### src/rtl/bffa_pkg.sv
// ----------------------------------------------------------------------------
// bffa_pkg
// Shared types, codes and defaults of the bitmap first-fit allocator.
// ----------------------------------------------------------------------------
package bffa_pkg;

  localparam int HEAP_WORDS_DEF     = 512;
  localparam int SLOTS_PER_TASK_DEF = 8;
  localparam int TASKS_DEF          = 4;

  // occupancy bitmap is stored as rows of ROW_BITS words
  localparam int ROW_BITS  = 8;
  localparam int ROW_SEL_W = 3;

  localparam logic [2:0] OP_ALLOC     = 3'd0;
  localparam logic [2:0] OP_FREE      = 3'd1;
  localparam logic [2:0] OP_RESERVE   = 3'd2;
  localparam logic [2:0] OP_RELEASE   = 3'd3;
  localparam logic [2:0] OP_TRANSLATE = 3'd4;

  localparam logic [2:0] ST_OK         = 3'd0;
  localparam logic [2:0] ST_NO_SPACE   = 3'd1;
  localparam logic [2:0] ST_TABLE_FULL = 3'd2;
  localparam logic [2:0] ST_BAD_SIZE   = 3'd3;
  localparam logic [2:0] ST_NOT_FOUND  = 3'd4;

  typedef struct packed {
    logic [2:0]  operation;
    logic [1:0]  task_req;
    logic [15:0] size;
    logic [8:0]  address;
  } in_item_t;

  typedef struct packed {
    logic [2:0] status;
    logic [9:0] result_address;
  } out_item_t;

  typedef enum logic [1:0] {
    MS_SEG   = 2'd0,
    MS_ENTRY = 2'd1,
    MS_START = 2'd2
  } mark_src_t;

  typedef enum logic [1:0] {
    RS_ZERO  = 2'd0,
    RS_ADDR  = 2'd1,
    RS_START = 2'd2,
    RS_XLATE = 2'd3
  } res_sel_t;

  typedef struct packed {
    logic       accept;
    logic       clr_wr;
    logic       row_zero;
    logic       row_inc;
    logic       scan_rd;
    logic       scan_step;
    logic       slot_zero;
    logic       slot_rd;
    logic       slot_inc;
    logic       slot_take;
    logic       mark_load;
    mark_src_t  mark_src;
    logic       mark_val;
    logic       mark_rd;
    logic       mark_wr;
    logic       seg_clear;
    logic       seg_set;
    logic       res_set;
    logic [2:0] res_code;
    res_sel_t   res_sel;
    logic       load_out;
  } bffa_cmd_t;

  typedef struct packed {
    logic bad_req;
    logic is_alloc;
    logic is_free;
    logic is_reserve;
    logic is_release;
    logic is_translate;
    logic size_bad;
    logic seg_valid;
    logic clear_last;
    logic scan_found;
    logic scan_last;
    logic slot_hit;
    logic slot_last;
    logic mark_last;
    logic out_busy;
  } bffa_sts_t;

endpackage

### src/rtl/bffa_ram.sv
// ----------------------------------------------------------------------------
// bffa_ram
// Generic single-write, single-read RAM with registered read data.
// ----------------------------------------------------------------------------
module bffa_ram #(
  parameter int WIDTH = 8,
  parameter int DEPTH = 64,
  localparam int AW = (DEPTH > 1) ? $clog2(DEPTH) : 1
) (
  input  logic             clk,
  input  logic             we,
  input  logic [AW-1:0]    waddr,
  input  logic [WIDTH-1:0] wdata,
  input  logic             re,
  input  logic [AW-1:0]    raddr,
  output logic [WIDTH-1:0] rdata
);

  logic [WIDTH-1:0] mem [DEPTH];

  always_ff @(posedge clk) begin
    if (we) begin
      mem[waddr] <= wdata;
    end
    if (re) begin
      rdata <= mem[raddr];
    end
  end

endmodule

### src/rtl/bffa_datapath.sv
// ----------------------------------------------------------------------------
// bffa_datapath
// Bitmap and slot table storage, run search, range marking and result regs.
// ----------------------------------------------------------------------------
module bffa_datapath import bffa_pkg::*; #(
  parameter int HEAP_WORDS     = HEAP_WORDS_DEF,
  parameter int SLOTS_PER_TASK = SLOTS_PER_TASK_DEF,
  parameter int TASKS          = TASKS_DEF
) (
  input  logic      clk,
  input  logic      rst_n,
  input  in_item_t  in_data,
  input  logic      out_ready,
  output logic      out_valid,
  output out_item_t out_data,
  input  bffa_cmd_t cmd,
  output bffa_sts_t sts
);

  localparam int HW      = (HEAP_WORDS > 1) ? $clog2(HEAP_WORDS) : 1;
  localparam int LW      = $clog2(HEAP_WORDS + 1);
  localparam int ROWS    = (HEAP_WORDS + ROW_BITS - 1) / ROW_BITS;
  localparam int RAW     = (ROWS > 1) ? $clog2(ROWS) : 1;
  localparam int PW      = RAW + ROW_SEL_W;
  localparam int ENTRIES = TASKS * SLOTS_PER_TASK;
  localparam int EAW     = (ENTRIES > 1) ? $clog2(ENTRIES) : 1;
  localparam int SW      = (SLOTS_PER_TASK > 1) ? $clog2(SLOTS_PER_TASK) : 1;
  localparam int TW      = (TASKS > 1) ? $clog2(TASKS) : 1;
  localparam int WW      = (HW > 10) ? HW : 10;
  localparam int XW      = ((HW > 9) ? HW : 9) + 1;

  in_item_t          req_r;
  logic [RAW-1:0]    row_r;
  logic [SW-1:0]     slot_r;
  logic [LW-1:0]     run_r;
  logic [HW-1:0]     first_r;
  logic [HW-1:0]     start_r;
  logic [HW-1:0]     mark_lo_r;
  logic [HW-1:0]     mark_hi_r;
  logic              mark_val_r;
  logic [ENTRIES-1:0] entry_valid_r;
  logic [TASKS-1:0]  seg_valid_r;
  logic [HW-1:0]     seg_base_r [TASKS];
  logic [LW-1:0]     seg_len_r [TASKS];
  logic [2:0]        res_status_r;
  logic [9:0]        res_addr_r;
  logic              out_valid_r;
  out_item_t         out_data_r;

  logic [ROW_BITS-1:0] map_q;
  logic [ROW_BITS-1:0] marked;
  logic [HW+LW-1:0]    ent_q;
  logic [HW-1:0]       ent_start;
  logic [LW-1:0]       ent_len;
  logic [EAW-1:0]      eidx;
  logic [TW-1:0]       tidx;
  logic [LW-1:0]       size_len;
  logic                task_ok;

  logic [LW-1:0]       run_v;
  logic [HW-1:0]       first_v;
  logic                found_v;
  logic [HW-1:0]       fpos_v;

  logic [HW-1:0]       ld_lo;
  logic [LW-1:0]       ld_len;
  logic [LW:0]         ld_sum;
  logic [HW-1:0]       ld_hi;
  logic [PW-1:0]       ld_lo_p;
  logic [PW-1:0]       hi_p;

  logic                xl_hit;
  logic [XW-1:0]       xl_sum;
  logic [9:0]          xl_res;
  logic [WW-1:0]       start_w;

  assign eidx      = EAW'(req_r.task_req) * EAW'(SLOTS_PER_TASK) + EAW'(slot_r);
  assign tidx      = TW'(req_r.task_req);
  assign size_len  = LW'(req_r.size);
  assign task_ok   = 32'(req_r.task_req) < TASKS;
  assign ent_start = ent_q[HW+LW-1:LW];
  assign ent_len   = ent_q[LW-1:0];

  bffa_ram #(.WIDTH(ROW_BITS), .DEPTH(ROWS)) u_map_ram (
    .clk   (clk),
    .we    (cmd.clr_wr | cmd.mark_wr),
    .waddr (row_r),
    .wdata (cmd.clr_wr ? '0 : marked),
    .re    (cmd.scan_rd | cmd.mark_rd),
    .raddr (row_r),
    .rdata (map_q)
  );

  bffa_ram #(.WIDTH(HW + LW), .DEPTH(ENTRIES)) u_entry_ram (
    .clk   (clk),
    .we    (cmd.slot_take & sts.is_alloc),
    .waddr (eidx),
    .wdata ({start_r, size_len}),
    .re    (cmd.slot_rd),
    .raddr (eidx),
    .rdata (ent_q)
  );

  // first-fit run tracking across one bitmap row; words past the heap count as used
  always_comb begin
    logic [PW-1:0] p;
    run_v   = run_r;
    first_v = first_r;
    found_v = 1'b0;
    fpos_v  = first_r;
    for (int i = 0; i < ROW_BITS; i++) begin
      p = {row_r, ROW_SEL_W'(i)};
      if (!found_v) begin
        if (map_q[i] || (32'(p) >= HEAP_WORDS)) begin
          run_v = '0;
        end else begin
          if (run_v == '0) begin
            first_v = HW'(p);
          end
          run_v = run_v + 1'b1;
          if (run_v == size_len) begin
            found_v = 1'b1;
            fpos_v  = first_v;
          end
        end
      end
    end
  end

  always_comb begin
    logic [PW-1:0] p;
    for (int i = 0; i < ROW_BITS; i++) begin
      p = {row_r, ROW_SEL_W'(i)};
      marked[i] = ((p >= PW'(mark_lo_r)) && (p <= PW'(mark_hi_r))) ? mark_val_r : map_q[i];
    end
  end

  always_comb begin
    unique case (cmd.mark_src)
      MS_SEG: begin
        ld_lo  = seg_base_r[tidx];
        ld_len = seg_len_r[tidx];
      end
      MS_ENTRY: begin
        ld_lo  = ent_start;
        ld_len = ent_len;
      end
      default: begin
        ld_lo  = start_r;
        ld_len = size_len;
      end
    endcase
    ld_sum  = (LW+1)'(ld_lo) + (LW+1)'(ld_len) - 1'b1;
    ld_hi   = (32'(ld_sum) > HEAP_WORDS - 1) ? HW'(HEAP_WORDS - 1) : ld_sum[HW-1:0];
    ld_lo_p = PW'(ld_lo);
    hi_p    = PW'(mark_hi_r);
  end

  assign xl_hit  = seg_valid_r[tidx] && (32'(req_r.address) < 32'(seg_len_r[tidx]));
  assign xl_sum  = XW'(seg_base_r[tidx]) + XW'(req_r.address);
  assign xl_res  = xl_hit ? xl_sum[9:0] : 10'(req_r.address);
  assign start_w = WW'(start_r);

  always_ff @(posedge clk) begin
    if (!rst_n) begin
      row_r         <= '0;
      slot_r        <= '0;
      entry_valid_r <= '0;
      seg_valid_r   <= '0;
      out_valid_r   <= 1'b0;
      for (int t = 0; t < TASKS; t++) begin
        seg_len_r[t] <= '0;
      end
    end else begin
      if (cmd.mark_load) begin
        row_r <= ld_lo_p[PW-1:ROW_SEL_W];
      end else if (cmd.row_zero) begin
        row_r <= '0;
      end else if (cmd.row_inc) begin
        row_r <= row_r + 1'b1;
      end

      if (cmd.slot_zero) begin
        slot_r <= '0;
      end else if (cmd.slot_inc) begin
        slot_r <= slot_r + 1'b1;
      end

      if (cmd.slot_take) begin
        entry_valid_r[eidx] <= sts.is_alloc;
      end

      if (cmd.seg_clear) begin
        seg_valid_r[tidx] <= 1'b0;
        seg_len_r[tidx]   <= '0;
      end else if (cmd.seg_set) begin
        seg_valid_r[tidx] <= 1'b1;
        seg_len_r[tidx]   <= size_len;
      end

      if (cmd.load_out) begin
        out_valid_r <= 1'b1;
      end else if (out_ready) begin
        out_valid_r <= 1'b0;
      end
    end
  end

  always_ff @(posedge clk) begin
    if (cmd.accept) begin
      req_r <= in_data;
    end
    if (cmd.row_zero) begin
      run_r <= '0;
    end else if (cmd.scan_step) begin
      run_r   <= run_v;
      first_r <= first_v;
      if (found_v) begin
        start_r <= fpos_v;
      end
    end
    if (cmd.mark_load) begin
      mark_lo_r  <= ld_lo;
      mark_hi_r  <= ld_hi;
      mark_val_r <= cmd.mark_val;
    end
    if (cmd.seg_set) begin
      seg_base_r[tidx] <= start_r;
    end
    if (cmd.res_set) begin
      res_status_r <= cmd.res_code;
      unique case (cmd.res_sel)
        RS_ZERO:  res_addr_r <= '0;
        RS_ADDR:  res_addr_r <= 10'(req_r.address);
        RS_START: res_addr_r <= start_w[9:0];
        RS_XLATE: res_addr_r <= xl_res;
      endcase
    end
    if (cmd.load_out) begin
      out_data_r.status         <= res_status_r;
      out_data_r.result_address <= res_addr_r;
    end
  end

  always_comb begin
    sts.bad_req      = !task_ok || (req_r.operation > OP_TRANSLATE);
    sts.is_alloc     = req_r.operation == OP_ALLOC;
    sts.is_free      = req_r.operation == OP_FREE;
    sts.is_reserve   = req_r.operation == OP_RESERVE;
    sts.is_release   = req_r.operation == OP_RELEASE;
    sts.is_translate = req_r.operation == OP_TRANSLATE;
    sts.size_bad     = (req_r.size == '0) || (17'(req_r.size) > 17'(HEAP_WORDS));
    sts.seg_valid    = seg_valid_r[tidx];
    sts.clear_last   = row_r == RAW'(ROWS - 1);
    sts.scan_found   = found_v;
    sts.scan_last    = row_r == RAW'(ROWS - 1);
    sts.slot_last    = slot_r == SW'(SLOTS_PER_TASK - 1);
    sts.mark_last    = row_r == hi_p[PW-1:ROW_SEL_W];
    sts.out_busy     = out_valid_r && !out_ready;
    if (sts.is_alloc) begin
      sts.slot_hit = !entry_valid_r[eidx];
    end else if (sts.is_free) begin
      sts.slot_hit = entry_valid_r[eidx] && (ent_start == HW'(req_r.address))
                     && (32'(ent_start) == 32'(req_r.address));
    end else begin
      sts.slot_hit = entry_valid_r[eidx];
    end
  end

  assign out_valid = out_valid_r;
  assign out_data  = out_data_r;

endmodule

### src/rtl/bffa_ctrl.sv
// ----------------------------------------------------------------------------
// bffa_ctrl
// Sequencer that steps the datapath through each allocator operation.
// ----------------------------------------------------------------------------
module bffa_ctrl import bffa_pkg::*; (
  input  logic      clk,
  input  logic      rst_n,
  input  logic      in_valid,
  output logic      in_ready,
  input  bffa_sts_t sts,
  output bffa_cmd_t cmd
);

  typedef enum logic [10:0] {
    S_CLEAR    = 11'b00000000001,
    S_IDLE     = 11'b00000000010,
    S_DISPATCH = 11'b00000000100,
    S_SCAN_RD  = 11'b00000001000,
    S_SCAN_CHK = 11'b00000010000,
    S_GRANT    = 11'b00000100000,
    S_SLOT_RD  = 11'b00001000000,
    S_SLOT_CHK = 11'b00010000000,
    S_SEG_DROP = 11'b00100000000,
    S_MARK_RD  = 11'b01000000000,
    S_MARK_WR  = 11'b10000000000
  } state_t;

  typedef enum logic [1:0] {
    AM_FIN  = 2'd0,
    AM_SCAN = 2'd1,
    AM_NEXT = 2'd2
  } after_t;

  state_t state_r, state_nxt;
  after_t after_r, after_nxt;
  logic   fin_r, fin_nxt;

  assign in_ready = (state_r == S_IDLE) && !fin_r;

  always_comb begin
    state_nxt = state_r;
    after_nxt = after_r;
    fin_nxt   = fin_r;
    cmd       = '0;

    // hand the finished result to the output register when it is free
    if (fin_r && !sts.out_busy) begin
      cmd.load_out = 1'b1;
      fin_nxt      = 1'b0;
    end

    unique case (state_r)
      S_CLEAR: begin
        cmd.clr_wr = 1'b1;
        if (sts.clear_last) begin
          cmd.row_zero = 1'b1;
          state_nxt    = S_IDLE;
        end else begin
          cmd.row_inc = 1'b1;
        end
      end
      S_IDLE: begin
        if (in_valid && in_ready) begin
          cmd.accept = 1'b1;
          state_nxt  = S_DISPATCH;
        end
      end
      S_DISPATCH: begin
        cmd.res_set = 1'b1;
        cmd.res_sel = RS_ZERO;
        if (sts.bad_req) begin
          cmd.res_code = ST_NOT_FOUND;
          fin_nxt      = 1'b1;
          state_nxt    = S_IDLE;
        end else if (sts.is_translate) begin
          cmd.res_code = ST_OK;
          cmd.res_sel  = RS_XLATE;
          fin_nxt      = 1'b1;
          state_nxt    = S_IDLE;
        end else if ((sts.is_alloc || sts.is_reserve) && sts.size_bad) begin
          cmd.res_code = ST_BAD_SIZE;
          fin_nxt      = 1'b1;
          state_nxt    = S_IDLE;
        end else if (sts.is_alloc) begin
          cmd.res_set  = 1'b0;
          cmd.row_zero = 1'b1;
          state_nxt    = S_SCAN_RD;
        end else if (sts.is_reserve) begin
          cmd.res_set   = 1'b0;
          cmd.seg_clear = 1'b1;
          if (sts.seg_valid) begin
            cmd.mark_load = 1'b1;
            cmd.mark_src  = MS_SEG;
            cmd.mark_val  = 1'b0;
            after_nxt     = AM_SCAN;
            state_nxt     = S_MARK_RD;
          end else begin
            cmd.row_zero = 1'b1;
            state_nxt    = S_SCAN_RD;
          end
        end else begin
          cmd.res_set   = 1'b0;
          cmd.slot_zero = 1'b1;
          state_nxt     = S_SLOT_RD;
        end
      end
      S_SCAN_RD: begin
        cmd.scan_rd = 1'b1;
        state_nxt   = S_SCAN_CHK;
      end
      S_SCAN_CHK: begin
        cmd.scan_step = 1'b1;
        if (sts.scan_found) begin
          if (sts.is_alloc) begin
            cmd.slot_zero = 1'b1;
            state_nxt     = S_SLOT_RD;
          end else begin
            state_nxt = S_GRANT;
          end
        end else if (sts.scan_last) begin
          cmd.res_set  = 1'b1;
          cmd.res_code = ST_NO_SPACE;
          cmd.res_sel  = RS_ZERO;
          fin_nxt      = 1'b1;
          state_nxt    = S_IDLE;
        end else begin
          cmd.row_inc = 1'b1;
          state_nxt   = S_SCAN_RD;
        end
      end
      S_GRANT: begin
        cmd.mark_load = 1'b1;
        cmd.mark_src  = MS_START;
        cmd.mark_val  = 1'b1;
        cmd.seg_set   = 1'b1;
        cmd.res_set   = 1'b1;
        cmd.res_code  = ST_OK;
        cmd.res_sel   = RS_START;
        after_nxt     = AM_FIN;
        state_nxt     = S_MARK_RD;
      end
      S_SLOT_RD: begin
        cmd.slot_rd = 1'b1;
        state_nxt   = S_SLOT_CHK;
      end
      S_SLOT_CHK: begin
        if (sts.slot_hit) begin
          cmd.slot_take = 1'b1;
          cmd.mark_load = 1'b1;
          state_nxt     = S_MARK_RD;
          if (sts.is_alloc) begin
            cmd.mark_src = MS_START;
            cmd.mark_val = 1'b1;
            cmd.res_set  = 1'b1;
            cmd.res_code = ST_OK;
            cmd.res_sel  = RS_START;
            after_nxt    = AM_FIN;
          end else if (sts.is_free) begin
            cmd.mark_src = MS_ENTRY;
            cmd.res_set  = 1'b1;
            cmd.res_code = ST_OK;
            cmd.res_sel  = RS_ADDR;
            after_nxt    = AM_FIN;
          end else begin
            cmd.mark_src = MS_ENTRY;
            after_nxt    = AM_NEXT;
          end
        end else if (sts.slot_last) begin
          if (sts.is_release) begin
            state_nxt = S_SEG_DROP;
          end else begin
            cmd.res_set  = 1'b1;
            cmd.res_code = sts.is_alloc ? ST_TABLE_FULL : ST_NOT_FOUND;
            cmd.res_sel  = RS_ZERO;
            fin_nxt      = 1'b1;
            state_nxt    = S_IDLE;
          end
        end else begin
          cmd.slot_inc = 1'b1;
          state_nxt    = S_SLOT_RD;
        end
      end
      S_SEG_DROP: begin
        cmd.seg_clear = 1'b1;
        cmd.res_set   = 1'b1;
        cmd.res_code  = ST_OK;
        cmd.res_sel   = RS_ZERO;
        if (sts.seg_valid) begin
          cmd.mark_load = 1'b1;
          cmd.mark_src  = MS_SEG;
          after_nxt     = AM_FIN;
          state_nxt     = S_MARK_RD;
        end else begin
          fin_nxt   = 1'b1;
          state_nxt = S_IDLE;
        end
      end
      S_MARK_RD: begin
        cmd.mark_rd = 1'b1;
        state_nxt   = S_MARK_WR;
      end
      S_MARK_WR: begin
        cmd.mark_wr = 1'b1;
        if (!sts.mark_last) begin
          cmd.row_inc = 1'b1;
          state_nxt   = S_MARK_RD;
        end else begin
          unique case (after_r)
            AM_SCAN: begin
              cmd.row_zero = 1'b1;
              state_nxt    = S_SCAN_RD;
            end
            AM_NEXT: begin
              if (sts.slot_last) begin
                state_nxt = S_SEG_DROP;
              end else begin
                cmd.slot_inc = 1'b1;
                state_nxt    = S_SLOT_RD;
              end
            end
            default: begin
              fin_nxt   = 1'b1;
              state_nxt = S_IDLE;
            end
          endcase
        end
      end
      default: begin
        state_nxt = S_IDLE;
      end
    endcase
  end

  always_ff @(posedge clk) begin
    if (!rst_n) begin
      state_r <= S_CLEAR;
      after_r <= AM_FIN;
      fin_r   <= 1'b0;
    end else begin
      state_r <= state_nxt;
      after_r <= after_nxt;
      fin_r   <= fin_nxt;
    end
  end

endmodule

### src/rtl/bitmap_first_fit_allocator_top.sv
// ----------------------------------------------------------------------------
// bitmap_first_fit_allocator_top
// Word-granular first-fit heap allocator with per-task slots and segments.
// ----------------------------------------------------------------------------
// One request is handled at a time, one result per request. After reset a
// clearing pass writes the occupancy bitmap, one 8-word row per cycle;
// requests are held off until it ends. Translate, bad requests and bad sizes
// are resolved in the dispatch state. The first-fit search reads one bitmap
// row and then checks it, row by row, until a fit is found or the last row
// has been checked. The slot table is walked one slot at a time, each slot
// read and then checked, and marking or releasing a block reads and then
// writes each bitmap row it touches (read-modify-write on one bitmap RAM).
// Release_task repeats that for every held block plus the segment. A finished
// result sits in an output register, so the next transaction is accepted
// while it waits to be taken.
// ----------------------------------------------------------------------------
module bitmap_first_fit_allocator_top import bffa_pkg::*; #(
  parameter int HEAP_WORDS     = HEAP_WORDS_DEF,
  parameter int SLOTS_PER_TASK = SLOTS_PER_TASK_DEF,
  parameter int TASKS          = TASKS_DEF
) (
  input  logic      clk,
  input  logic      rst_n,
  input  logic      in_valid,
  output logic      in_ready,
  input  in_item_t  in_data,
  output logic      out_valid,
  input  logic      out_ready,
  output out_item_t out_data
);

  bffa_cmd_t cmd;
  bffa_sts_t sts;

  bffa_ctrl u_ctrl (
    .clk      (clk),
    .rst_n    (rst_n),
    .in_valid (in_valid),
    .in_ready (in_ready),
    .sts      (sts),
    .cmd      (cmd)
  );

  bffa_datapath #(
    .HEAP_WORDS     (HEAP_WORDS),
    .SLOTS_PER_TASK (SLOTS_PER_TASK),
    .TASKS          (TASKS)
  ) u_datapath (
    .clk       (clk),
    .rst_n     (rst_n),
    .in_data   (in_data),
    .out_ready (out_ready),
    .out_valid (out_valid),
    .out_data  (out_data),
    .cmd       (cmd),
    .sts       (sts)
  );

endmodule

### config.mk
export PLATFORM = sky130hd
export DESIGN_NAME = bitmap_first_fit_allocator_top
export DESIGN_NICKNAME = d
export VERILOG_FILES = /design/src/rtl/bffa_pkg.sv /design/src/rtl/bffa_ram.sv /design/src/rtl/bffa_datapath.sv /design/src/rtl/bffa_ctrl.sv /design/src/rtl/bitmap_first_fit_allocator_top.sv
export SDC_FILE = /design/constraint.sdc
export NUM_CORES = 2
export LEC_CHECK = 0
export BUFFER_PORTS_ARGS = -buffer_cell sky130_fd_sc_hd__buf_4
export CAP_MARGIN = 20
export CORE_ASPECT_RATIO = 1.1
export CORE_UTILIZATION = 30
export CTS_CLUSTER_SIZE = 28
export DETAILED_ROUTE_END_ITERATION = 8
export SLEW_MARGIN = 40
export SYNTH_ARGS = -nofsm -noshare
export SYNTH_HDL_FRONTEND = slang
export SYNTH_SLANG_ARGS = --single-unit
### constraint.sdc
create_clock -name clk -period 11.95 [get_ports clk]
set_input_delay 2.39 -clock clk [delete_from_list [all_inputs] [get_ports clk]]
set_output_delay 2.39 -clock clk [all_outputs]
set_load 0.1 [all_outputs]
==> metrics.txt <==
Clock Sinks=1388; hold_buf cts=0; GRT overflow=0; main flop type after synthesis=edfxtp_1; Area contributors post-synth=edfxtp_1, mux4_2, a22oi_1; global-route total usage across every layer=0.1718; chip width=437.3 um; worst path required time=12420 ps; failing checks=design-rule violations; Num CTS Buffers=141; Lkg Pwr=0.02273 uW; achievable frequency=88.23 MHz; Post-CTS Setup Bufs=0; Clock Latency Late Sink=820 ps; number of buffers added on ports=48; Clock Tree Buf Depth=3; area of the core=0.2069 mm2; Filler cells=19712; Synth async-reset ratio=0; placed cells=7033; chip height=480.8 um; CTS tree=built; Critical Path Max Stage Delay=570 ps; H-tree levels=4; Power Density=146.2 mW/mm2; Worst setup SP type=flip-flop; Initial Util=0.3021; setup violators final=0; Synth Area per Inst=14.42 um2; nets=4545; via count=40191; First-pass DRT Iterations=9; VDD IR max=0.0001037 V; total die area=0.2102 mm2; WL/cell=25.51 um; post-route worst setup slack=616.0 ps; Critical Path Most Common Cell=inv_1; total nets after synthesis=4447; vias in the first global route=39218; final wirelength=186100 um; Area Overhead vs Synth=15.07%; status=finished with violations; crit end category=flip-flop; Cell variety after synth=123; Slew @ Worst Pin=872.7 ps; post-synthesis sequential area ratio=0.6551; global-route wire length before repair=269500 um; Placer Congestion=0.9020; Final HPWL DP=120300 um; antenna violations before repair=6; period utilisation layout=0.9485; pin count of the biggest net entering global routing=81; minimum clock period=11330 ps; yosys warns=0; CP arrival=11800 ps; Synth top cells by count=edfxtp_1, nor2_1, a22oi_1; Max Clock Skew=84.26 ps; Power Total=10520 uW; Final Hold Fails=0; fraction of layout cells with a size suffix above 1=0.1844; top cell type by total area after synthesis=edfxtp_1; unrepaired setup endpoints after global routing=false; Iter 0 DRT Violations=4488; Slew Limit Headroom=0.4138; post-synth top area share=0.6321; vias per std cell=5.508; Post-Layout Cell Count=7297; number of synthesized register bits=1388; number of synthesized flops with an enable pin=1316; HP Class=flip-flop to flip-flop; WS Path Type=flip-flop to flip-flop; DRC=16; Worst path slowest cell=or4_4; total negative slack=0 ps; clock-pin slew on the worst setup and hold paths=70 ps; final-report max-slew violation count=0; row count=175; Final ANT Viol Nets=0; io pins=49; Syn Inst Count=4337; maxcap violations=0; critical path peak fanout=13; pre-CTS setup slack=138.7 ps; root buffer cell=clkbuf_16; Synth Cell Area=0.06252 mm2; top-count cell post-synth=edfxtp_1
registers in the layout, summed over array words and instances, names as in the netlist, 10 cells and up, named ones only:
signal,flops
u_ctrl.state_r,11
u_datapath.entry_valid_r,32
u_datapath.out_data,13
u_datapath.req_r,28
u_datapath.res_addr_r,10
u_datapath.run_r,10
u_datapath.seg_base_r,36
u_datapath.seg_len_r,40
u_datapath.u_entry_ram.mem,608
u_datapath.u_entry_ram.rdata,19
u_datapath.u_map_ram.mem,512
layout by cell type (no fill, tap or decap), drive strengths merged, types with 32 or more instances in the layout:
master	instances
a211oi	32
a21oi	159
a221oi	53
a22o	48
a22oi	219
a31oi	51
and3	47
buf	210
clkbuf	179
clkinv	62
dfxtp	72
edfxtp	1316
ha	74
inv	127
mux2i	62
mux4	186
nand2	207
nand3	91
nand4	61
nor2	330
nor3	93
nor4	39
o21ai	154
xnor2	87
per-layer routing:
| layer | wire [um] | global-route usage |
|---|---|---|
| met5 | 0 | 0 |
| met3 | 11760 | 0.02208 |
| met4 | 8120 | 0.07266 |
| met2 | 90600 | 0.2888 |
| met1 | 75640 | 0.2226 |
what timing repair did:
action                                 in CTS  in global routing
setup endpoints to repair                   0                 55
endpoints found under the hold margin       0                  0
resized for setup                           0                 18
worst max-delay path: cells and delay by family (launching register included):
family / cells / cell delay [ps]
flops: 1 / 510
fa+ha+maj: 4 / 1210
xor+xnor: 1 / 170
buf+inv: 7 / 1090
mux: 2 / 520
simple gates: 16 / 4210
compound gates: 13 / 3240
report_power, final:
part	internal, uW	leakage (uW)	switching [uW]
combinational	188	0.00789	458
clock	2530	0.00226	1950
sequential	5370	0.0126	23.5
total	8090	0.0227	2430
area by class of cell:
cell class | instances | area (um2) | share of cell area
Tap cell | 2743 | 3432 | 0.04771
Timing Repair Buffer | 210 | 1773 | 0.02465
Inverter | 127 | 476.7 | 0.006627
Antenna cell | 3 | 7.507 | 0.0001044
Sequential cell | 1388 | 40970 | 0.5695
Clock inverter | 80 | 953.4 | 0.01325
Clock buffer | 179 | 3762 | 0.05230
Multi-Input combinational cell | 2567 | 20560 | 0.2859
cells by family (layout without fill, tap and decap cells):
| logic type | count (synthesis) | after routing | share of synthesized area |
|---|---|---|---|
| muxes | 277 | 277 | 0.08279 |
| other | 0 | 3 | 0 |
| and+or+nand+nor | 1091 | 1091 | 0.08888 |
| buffers and inverters | 382 | 596 | 0.02410 |
| xor gates and xnor gates | 114 | 114 | 0.01697 |
| adders and majority gates | 76 | 76 | 0.01545 |
| DFF | 1388 | 1388 | 0.6551 |
| AOI/OAI and AO/OA | 1009 | 1009 | 0.1167 |
worst paths after layout:
check	depth (start not counted)	startpoint	endpoint	slack, ps
setup reg to reg	43	u_datapath.run_r[1]$_SDFFE_PP0P_	u_datapath.res_status_r[2]$_SDFFCE_PP0P_	620
setup / recovery	43	u_datapath.run_r[1]$_SDFFE_PP0P_	u_datapath.res_status_r[2]$_SDFFCE_PP0P_	620
hold reg to reg	0	u_datapath.res_status_r[1]$_SDFFCE_PP0P_	u_datapath.out_data[11]$_DFFE_PP_	430
hold / removal	0	u_datapath.res_status_r[1]$_SDFFCE_PP0P_	u_datapath.out_data[11]$_DFFE_PP_	430
per-stage QoR:
step,util,area (um2),hold slack (ps)
finish,0.3477,71940,432.7
detailed placement,0.3240,67050,411.0
global placement,0.3223,66690,407.4
global route,0.3477,71940,434.0
floorplan,-,62520,400.3
CTS,0.3468,71760,424.6
(Power assumes the default switching activity.)
